## config.mk

```make
export PLATFORM = sky130hd
export DESIGN_NAME = peer_rendezvous_table_core
export DESIGN_NICKNAME = d
export VERILOG_FILES = /design/src/hdl/prt_pkg.sv /design/src/hdl/prt_ram.sv /design/src/hdl/prt_emit.sv /design/src/hdl/peer_rendezvous_table_core.sv
export SDC_FILE = /design/constraint.sdc
export NUM_CORES = 2
export LEC_CHECK = 0
export CORE_MARGIN = 5
export CORE_UTILIZATION = 55
export DETAILED_ROUTE_END_ITERATION = 16
export DONT_BUFFER_PORTS = 1
export GPL_TIMING_DRIVEN = 0
export PLACE_DENSITY = 0.73
export REMOVE_ABC_BUFFERS = 1
export SETUP_SLACK_MARGIN = 0.02
export SYNTH_ARGS = -nofsm -noshare
export SYNTH_HDL_FRONTEND = slang
export SYNTH_SLANG_ARGS = --single-unit
```

## constraint.sdc

```tcl
create_clock -name clk -period 5.9 [get_ports clk]
set_clock_uncertainty 0.1 [all_clocks]
set_input_delay 0.295 -clock clk [delete_from_list [all_inputs] [get_ports clk]]
set_output_delay 0.295 -clock clk [all_outputs]
set_load 0.005 [all_outputs]
```

## src/hdl/prt_pkg.sv

```systemverilog
package prt_pkg;

  localparam int TABLE_DEPTH    = 32;
  localparam int IDX_W          = $clog2(TABLE_DEPTH);
  localparam int CNT_W          = $clog2(TABLE_DEPTH + 1);
  localparam int ADDR_W         = 32;
  localparam int PORT_W         = 16;
  localparam int TIME_W         = 32;
  localparam int BYTE_W         = 8;
  localparam int WIN_W          = 8;
  localparam int LEN_W          = 9;
  localparam int BYTES_PER_PEER = 5;

  localparam logic [BYTE_W-1:0] REPLY_MARK   = 8'd8;
  localparam logic [WIN_W-1:0]  WINDOW_RESET = 8'd10;

  // one table slot as held in the RAM
  typedef struct packed {
    logic [ADDR_W-1:0] address;
    logic [PORT_W-1:0] port;
    logic [TIME_W-1:0] stamp;
  } entry_t;

  // scan events handed to the result stage
  typedef struct packed {
    logic              hit;
    logic [ADDR_W-1:0] addr;
    logic              finish;
  } scan_ev_t;

  typedef enum logic [2:0] {
    ST_IDLE  = 3'b001,
    ST_SCAN  = 3'b010,
    ST_FLUSH = 3'b100
  } state_t;

endpackage

```

## src/hdl/prt_ram.sv

```systemverilog
module prt_ram #(
  parameter int WIDTH = 8,
  parameter int DEPTH = 16
) (
  input  logic                     clk,
  input  logic                     we,
  input  logic [$clog2(DEPTH)-1:0] waddr,
  input  logic [WIDTH-1:0]         wdata,
  input  logic [$clog2(DEPTH)-1:0] raddr,
  output logic [WIDTH-1:0]         rdata
);

  logic [WIDTH-1:0] mem [DEPTH];

  always_ff @(posedge clk) begin
    if (we) begin
      mem[waddr] <= wdata;
    end
    rdata <= mem[raddr];
  end

endmodule

```

## src/hdl/prt_emit.sv

```systemverilog
module prt_emit import prt_pkg::*; (
  input  logic              clk,
  input  logic              rst_n,
  input  scan_ev_t          ev,
  output logic              out_strobe,
  output logic              out_has_reply,
  output logic [ADDR_W-1:0] out_peer_address_out,
  output logic [LEN_W-1:0]  out_reply_length,
  output logic              out_last
);

  localparam int PROD_W = CNT_W + 3;

  // one peer held back so the final one can carry last and the length
  logic              pend_vld_r;
  logic [ADDR_W-1:0] pend_addr_r;
  logic [CNT_W-1:0]  cnt_r;
  logic              strobe_r;
  logic              has_reply_r;
  logic [ADDR_W-1:0] peer_r;
  logic [LEN_W-1:0]  len_r;
  logic              last_r;
  logic [PROD_W-1:0] len_full;

  assign len_full = PROD_W'(cnt_r) * PROD_W'(BYTES_PER_PEER);

  always_ff @(posedge clk) begin
    if (!rst_n) begin
      pend_vld_r <= 1'b0;
      cnt_r      <= '0;
      strobe_r   <= 1'b0;
    end else begin
      strobe_r <= 1'b0;
      if (ev.hit) begin
        strobe_r   <= pend_vld_r;
        pend_vld_r <= 1'b1;
        cnt_r      <= cnt_r + 1'b1;
      end else if (ev.finish) begin
        strobe_r   <= 1'b1;
        pend_vld_r <= 1'b0;
        cnt_r      <= '0;
      end
    end
  end

  always_ff @(posedge clk) begin
    if (ev.hit) begin
      pend_addr_r <= ev.addr;
      has_reply_r <= 1'b1;
      peer_r      <= pend_addr_r;
      len_r       <= '0;
      last_r      <= 1'b0;
    end else if (ev.finish) begin
      has_reply_r <= pend_vld_r;
      peer_r      <= pend_vld_r ? pend_addr_r : '0;
      len_r       <= pend_vld_r ? LEN_W'(len_full) : '0;
      last_r      <= 1'b1;
    end
  end

  assign out_strobe           = strobe_r;
  assign out_has_reply        = has_reply_r;
  assign out_peer_address_out = peer_r;
  assign out_reply_length     = len_r;
  assign out_last             = last_r;

endmodule

```

## src/hdl/peer_rendezvous_table_core.sv

```systemverilog
// Peer rendezvous table. A datagram (sender address, port, time, first byte)
// is taken on start while busy is low. A first byte of 8 is a reply: it is
// dropped in the accept cycle and busy stays low. Any other datagram scans
// all TABLE_DEPTH slots, one per cycle through the single read port of the
// slot RAM, then writes the sender back to its own slot, else to the first
// spare one if any; busy is high through the scan and the write-back. Each
// fresh same-port peer gives one result transaction; results are strobed
// on out_strobe for exactly one cycle and the receiver cannot stall them.
// A peer is held back until the next peer is found and leaves in the cycle
// after that peer's slot is read; the final transaction (out_last set,
// reply_length = 5 bytes per peer) appears in the first cycle after busy
// falls. A datagram that reports nobody gives a single transaction with
// has_reply low. The user must write the window register via cfg_wr_en /
// cfg_wr_data only while idle (not enforced); its reset value is 10 s.
// Slot valid bits sit in flops cleared by reset, so no clearing pass is run.
module peer_rendezvous_table_core import prt_pkg::*; (
  input  logic              clk,
  input  logic              rst_n,
  input  logic              start,
  output logic              busy,
  input  logic [ADDR_W-1:0] in_sender_address,
  input  logic [PORT_W-1:0] in_sender_port,
  input  logic [TIME_W-1:0] in_now_seconds,
  input  logic [BYTE_W-1:0] in_first_byte,
  input  logic              cfg_wr_en,
  input  logic [WIN_W-1:0]  cfg_wr_data,
  output logic              out_strobe,
  output logic              out_has_reply,
  output logic [ADDR_W-1:0] out_peer_address_out,
  output logic [LEN_W-1:0]  out_reply_length,
  output logic              out_last
);

  localparam logic [IDX_W-1:0] IDX_LAST = IDX_W'(TABLE_DEPTH - 1);

  state_t                 state_r, state_nxt;
  logic [WIN_W-1:0]       window_r;
  logic [TABLE_DEPTH-1:0] valid_r;
  logic [IDX_W-1:0]       idx_r;
  logic [ADDR_W-1:0]      addr_r;
  logic [PORT_W-1:0]      port_r;
  logic [TIME_W-1:0]      now_r;
  logic                   own_hit_r;
  logic [IDX_W-1:0]       own_idx_r;
  logic                   spare_hit_r;
  logic [IDX_W-1:0]       spare_idx_r;

  logic                   accept;
  logic                   scanning;
  logic                   flushing;
  logic [IDX_W-1:0]       rd_addr;
  entry_t                 rd_entry;
  entry_t                 wr_entry;
  logic                   ram_we;
  logic [IDX_W-1:0]       wr_addr;
  logic                   same_port;
  logic                   same_addr;
  logic [TIME_W-1:0]      age;
  logic                   fresh;
  logic                   is_own;
  logic                   is_peer;
  logic                   is_spare;
  scan_ev_t               ev;

  assign busy     = (state_r != ST_IDLE);
  assign accept   = start && !busy;
  assign scanning = (state_r == ST_SCAN);
  assign flushing = (state_r == ST_FLUSH);

  // slot 0 is fetched in the accept cycle; the scan then runs one slot ahead
  always_comb begin
    rd_addr = '0;
    if (scanning && (idx_r != IDX_LAST)) begin
      rd_addr = idx_r + 1'b1;
    end
  end

  // classify the slot whose data has just come out of the RAM
  assign same_port = valid_r[idx_r] && (rd_entry.port == port_r);
  assign same_addr = (rd_entry.address == addr_r);
  assign age       = now_r - rd_entry.stamp;   // wraps mod 2^32
  assign fresh     = (age <= TIME_W'(window_r));
  assign is_own    = scanning && same_port && same_addr;
  assign is_peer   = scanning && same_port && !same_addr && fresh;
  assign is_spare  = scanning && !is_own && !is_peer;

  // sender goes back to its own slot, else to the first spare one
  assign ram_we   = flushing && (own_hit_r || spare_hit_r);
  assign wr_addr  = own_hit_r ? own_idx_r : spare_idx_r;
  assign wr_entry = '{address: addr_r, port: port_r, stamp: now_r};

  prt_ram #(
    .WIDTH ($bits(entry_t)),
    .DEPTH (TABLE_DEPTH)
  ) u_slots (
    .clk   (clk),
    .we    (ram_we),
    .waddr (wr_addr),
    .wdata (wr_entry),
    .raddr (rd_addr),
    .rdata (rd_entry)
  );

  always_comb begin
    state_nxt = state_r;
    case (state_r)
      ST_IDLE: begin
        if (accept && (in_first_byte != REPLY_MARK)) begin
          state_nxt = ST_SCAN;
        end
      end
      ST_SCAN: begin
        if (idx_r == IDX_LAST) begin
          state_nxt = ST_FLUSH;
        end
      end
      ST_FLUSH: state_nxt = ST_IDLE;
      default:  state_nxt = ST_IDLE;
    endcase
  end

  always_ff @(posedge clk) begin
    if (!rst_n) begin
      state_r     <= ST_IDLE;
      window_r    <= WINDOW_RESET;
      valid_r     <= '0;
      own_hit_r   <= 1'b0;
      spare_hit_r <= 1'b0;
    end else begin
      state_r <= state_nxt;
      if (cfg_wr_en) begin
        window_r <= cfg_wr_data;
      end
      if (accept) begin
        own_hit_r   <= 1'b0;
        spare_hit_r <= 1'b0;
      end
      if (is_own) begin
        own_hit_r <= 1'b1;
      end
      if (is_spare) begin
        spare_hit_r <= 1'b1;
      end
      if (ram_we) begin
        valid_r[wr_addr] <= 1'b1;
      end
    end
  end

  // payload and slot indices, no reset needed
  always_ff @(posedge clk) begin
    if (accept) begin
      addr_r <= in_sender_address;
      port_r <= in_sender_port;
      now_r  <= in_now_seconds;
      idx_r  <= '0;
    end else if (scanning && (idx_r != IDX_LAST)) begin
      idx_r <= idx_r + 1'b1;
    end
    if (is_own) begin
      own_idx_r <= idx_r;            // last own slot wins
    end
    if (is_spare && !spare_hit_r) begin
      spare_idx_r <= idx_r;          // first spare slot wins
    end
  end

  assign ev = '{hit: is_peer, addr: rd_entry.address, finish: flushing};

  prt_emit u_emit (
    .clk                  (clk),
    .rst_n                (rst_n),
    .ev                   (ev),
    .out_strobe           (out_strobe),
    .out_has_reply        (out_has_reply),
    .out_peer_address_out (out_peer_address_out),
    .out_reply_length     (out_reply_length),
    .out_last             (out_last)
  );

  // a reply datagram never starts a scan
  a_reply_dropped: assert property (@(posedge clk) disable iff (!rst_n)
    (accept && (in_first_byte == REPLY_MARK)) |=> !busy)
    else $error("reply datagram started a scan");

  // the closing transaction follows the write-back cycle
  a_last_after_flush: assert property (@(posedge clk) disable iff (!rst_n)
    flushing |=> (out_strobe && out_last))
    else $error("no closing transaction after write-back");

  // only the closing transaction may lack a peer
  a_mid_has_peer: assert property (@(posedge clk) disable iff (!rst_n)
    (out_strobe && !out_last) |-> (out_has_reply && (out_reply_length == '0)))
    else $error("bad intermediate transaction");

  // no transaction is produced while idle unless it closes a datagram
  a_idle_quiet: assert property (@(posedge clk) disable iff (!rst_n)
    (out_strobe && !$past(flushing)) |-> $past(scanning))
    else $error("transaction outside a scan");

endmodule
```

==> summary.txt <==
Placed design
  – PortBufs: 0
  – Placed Area: ~0.12 mm^2
  – Final HPWL DP: around 190 mm
  – Global placement routability congestion: a little under 0.9

CTS
  – CTS tree: yes
  – Clk_lat worst skew: about 0.93 ns
  – CTS sink cnt: ~2900
  – Clock slew at reported path FFs: approximately 0.06 ns
  – Root buffer cell: clkbuf_16
  – Total CTS buffers: approximately 300
  – Htree depth: 5
  – Clock Path Buffers: 4

Timing
  – Final max-slew violation count: 0
  – Max Fclk: about 0.17 GHz
  – Setup TNS: 0 ns
  – Worst-Margin Slew: 1.39 ns
  – Relative slew margins: 0.0711
  – Final Hold Viols: 0
  – RSZ-0062 raised after global routing: no
  – Final period util: 0.980
  – Min Tclk post-route: 5.78 ns
  – WHS: roughly 0.073 ns
  – Endpoints failing setup: 0

Critical path
  – Crit path kind: reg2reg
  – Worst setup EP type: flop
  – R2r setup slk: between 0.1 and 0.15 ns
  – FF-to-FF End: u_slots.rdata[19]$_DFF_P_
  – Worst r2r src: idx_r[0]$_SDFFE_PP0P_
  – Worst R2R Path Depth: 14
  – Required arrival time at the worst endpoint: roughly 6.6 ns
  – Crit path launch type: flop
  – Worst Path Max Fanout: 48
  – WP data arrival: roughly 6.4 ns

Layout
  – Share of post-route cells with drive strength above 1: 0.0999
  – Nets: approximately 8400
  – Design area: between 0.1 and 0.15 mm^2
  – Syn-to-layout area delta: 16.7%
  – Final core occ: 0.645

Global routing
  – First-pass GRT wire length: around 480 mm
  – GRT Total Usage: 0.302
  – Vias in the first global route: ~73000
  – GRT overflow: 0
  – Largest net degree at the start of global routing: ~160
  – Antenna violations before repair: 14

Drt
  – Routed Antenna Nets: 0
  – First-pass DRT Iterations: 7
  – Via Count: ~75000
  – DR WL/cell: ~30 um
  – Total routed wirelength: between 300 and 400 mm
  – Initial DRC count: ~11000
  – Vias per cell: roughly 6.8
  – Drt drc: 0

Power
  – Pleak: around 43 nW
  – Worst vdd ir: 0.343 mV
  – P per Cell Area: approximately 320 mW/mm^2
  – Tot Pwr: approximately 42 mW

Floorplanning
  – Chip Height: 463 um
  – Number of I/O pins: 145
  – Full die area: around 0.21 mm^2
  – Core Box Area: ~0.20 mm^2
  – Starting density of the core: 0.552
  – # rows: approximately 170
  – Die width: roughly 460 um

Synthesis
  – Syn_area_per_cell: around 14 um^2
  – Yosys cell types: 79
  – Area of the mapped netlist: 0.113 mm^2
  – Most used DFF post-synth: edfxtp_1
  – Synth top area share: 0.721
  – Mapped Cells: about 8000
  – Yosys top cell by area: edfxtp_1
  – Top cells by area, synth: edfxtp_1 72%, nand2_1 4.6%, dfxtp_1 2.6%, nand3_1 1.9%, o211ai_1 1.9%
  – EDFF count, synth: around 2700
  – Share of flip-flops with an asynchronous set or reset: 0
  – Yosys warning total: 0
  – Post-synthesis sequential area ratio: 0.748
  – FF+latch count, synth: 2863

Min path
  – Hold Path End: state_r[1]$_SDFFE_PN0P_
  – Worst hold start: start
  – HP Class: in2reg
  – Worst hold path stage count: 3

Run status
  – Outcome: completed

Job
  – Max-cap violations: 0
==> worst max path at each step <==
| stage | startpoint | endpoint | cells past startpoint |
|---|---|---|---|
| 2_1_floorplan | idx_r[0]$_SDFFE_PP0P_ | u_slots.rdata[0]$_DFF_P_ | 8 |
| 3_3_place_gp | idx_r[0]$_SDFFE_PP0P_ | u_slots.rdata[48]$_DFF_P_ | 4 |
| 3_5_place_dp | now_r[0]$_DFFE_PP_ | u_emit.out_peer_address_out[0]$_DFFE_PP_ | 18 |
| 4_1_cts | now_r[3]$_DFFE_PP_ | u_emit.out_peer_address_out[0]$_DFFE_PP_ | 17 |
| 5_1_grt | now_r[18]$_DFFE_PP_ | u_emit.out_peer_address_out[28]$_DFFE_PP_ | 11 |
| 6_report | idx_r[0]$_SDFFE_PP0P_ | u_slots.rdata[19]$_DFF_P_ | 14 |
==> area by class of cell <==
| class | count | area [um^2] |
|---|---|---|
| Inverter | 64 | 258 |
| Antenna cell | 4 | 10.0 |
| Fill cell | 13639 | 72700 |
| Clock inverter | 116 | 940 |
| Sequential cell | 2863 | 84500 |
| Timing Repair Buffer | 505 | 8360 |
| Tap cell | 2688 | 3360 |
| Multi-Input combinational cell | 4529 | 26400 |
| Clock buffer | 394 | 8070 |
==> cell families (layout without fill, tap and decap cells) <==
kind of cell	count (synthesis)	after routing	synth area share
AND/OR/NAND/NOR	2616	2620	0.106
multiplexers	126	126	0.0113
other	0	4	0
XOR/XNOR	66	66	0.00512
adder cells (fa/ha/maj)	52	52	0.00589
buffers and inverters	658	1079	0.0221
AO/OA/AOI/OAI	1665	1665	0.102
flip-flops	2863	2863	0.748
==> sequential cells by signal (all words and copies together), names as in the netlist, 6 cells and up <==
name,count
u_emit.out_peer_address_out,32
window_r,8
u_slots.mem,2560
port_r,16
u_emit.out_reply_length,9
addr_r,32
valid_r,32
now_r,32
u_emit.cnt_r,6
u_slots.rdata,80
u_emit.pend_addr_r,32
==> synthesized netlist by cell type, drive strengths merged (5+ instances only) <==
| cell type | instances |
|---|---|
| a22oi | 7 |
| a211oi | 88 |
| mux2i | 120 |
| a31oi | 66 |
| xnor2 | 42 |
| buf | 54 |
| nor3 | 106 |
| mux2 | 5 |
| nor3b | 5 |
| o221ai | 117 |
| o21ai | 347 |
| a21o | 10 |
| nand2 | 1377 |
| o2111ai | 5 |
| and2 | 7 |
| dfxtp | 149 |
| o21a | 41 |
| nand2b | 11 |
| o311ai | 29 |
| edfxtp | 2714 |
| o31ai | 18 |
| nand4 | 33 |
| a211o | 5 |
| a311o | 63 |
| a21boi | 6 |
| nor4 | 12 |
| nor2 | 187 |
| a22o | 6 |
| inv | 64 |
| and3 | 127 |
| a21oi | 160 |
| clkbuf | 540 |
| nand3 | 433 |
| or2 | 8 |
| o22ai | 207 |
| a311oi | 177 |
| ha | 50 |
| nor2b | 48 |
| o211ai | 288 |
| or4 | 7 |
| or3 | 239 |
| xor2 | 24 |
==> through the flow <==
stage | setup WS (ns) | instances
2_1_floorplan | -27.35 | 7452
3_3_place_gp | -117.82 | 10140
3_5_place_dp | -0.676 | 10404
4_1_cts | 0.0265 | 11113
5_1_grt | 0.0202 | 11160
6_report | 0.116 | 11163
==> report_power, final <==
| part | total (mW) | internal, mW | switching, mW |
|---|---|---|---|
| logic | 1.61 | 0.577 | 1.03 |
| clock network | 17.7 | 10.2 | 7.52 |
| registers | 22.7 | 22.4 | 0.281 |
| total | 42.0 | 33.2 | 8.83 |
==> what timing repair did <==
action	in CTS	in global routing
resized for setup	7	6
hold buffers	178	0
pin swaps	2	0
setup endpoints to repair	119	59
buffers inserted	17	46
hold endpoints to repair	162	0
gates cloned	4	0
==> worst max-delay path: stages, from the launching register on <==
cell      delay (ns)
dfxtp_4         0.50
buf_12          0.25
ha_1            0.34
and3_1          0.23
ha_2            0.29
nor2_4          0.59
and2_4          0.57
buf_16          0.31
buf_16          0.33
nand2_4         0.51
buf_16          0.44
o22ai_1         0.20
a211oi_1        0.08
o311ai_0        0.46
o21ai_0         0.20
==> cell usage in the layout (no fill, tap or decap), drive strengths merged, types with 11 or more instances in the layout <==
cell and n:
a211oi 88, a21oi 160, a311o 63, a311oi 177, a31oi 66, and3 127
buf 324, bufinv 14, clkbuf 397, clkinv 91, dfxtp 149, dlygate4sd3 177
edfxtp 2714, ha 50, inv 66, mux2i 120, nand2 1377, nand2b 11
nand3 433, nand4 33, nor2 187, nor2b 48, nor3 106, nor4 12
o211ai 288, o21a 41, o21ai 347, o221ai 117, o22ai 207, o311ai 29
o31ai 18, or3 239, xnor2 42, xor2 24
==> metal layers <==
| layer | up-vias | global-route usage | wire (um) |
|---|---|---|---|
| li1 | 31482 | - | - |
| met1 | 37426 | 0.433 | 125000 |
| met2 | 5587 | 0.451 | 149000 |
| met3 | 985 | 0.0673 | 45100 |
| met4 | 8 | 0.131 | 16300 |
| met5 | - | 0 | 42 |
Power figures use the tool's default switching activity.
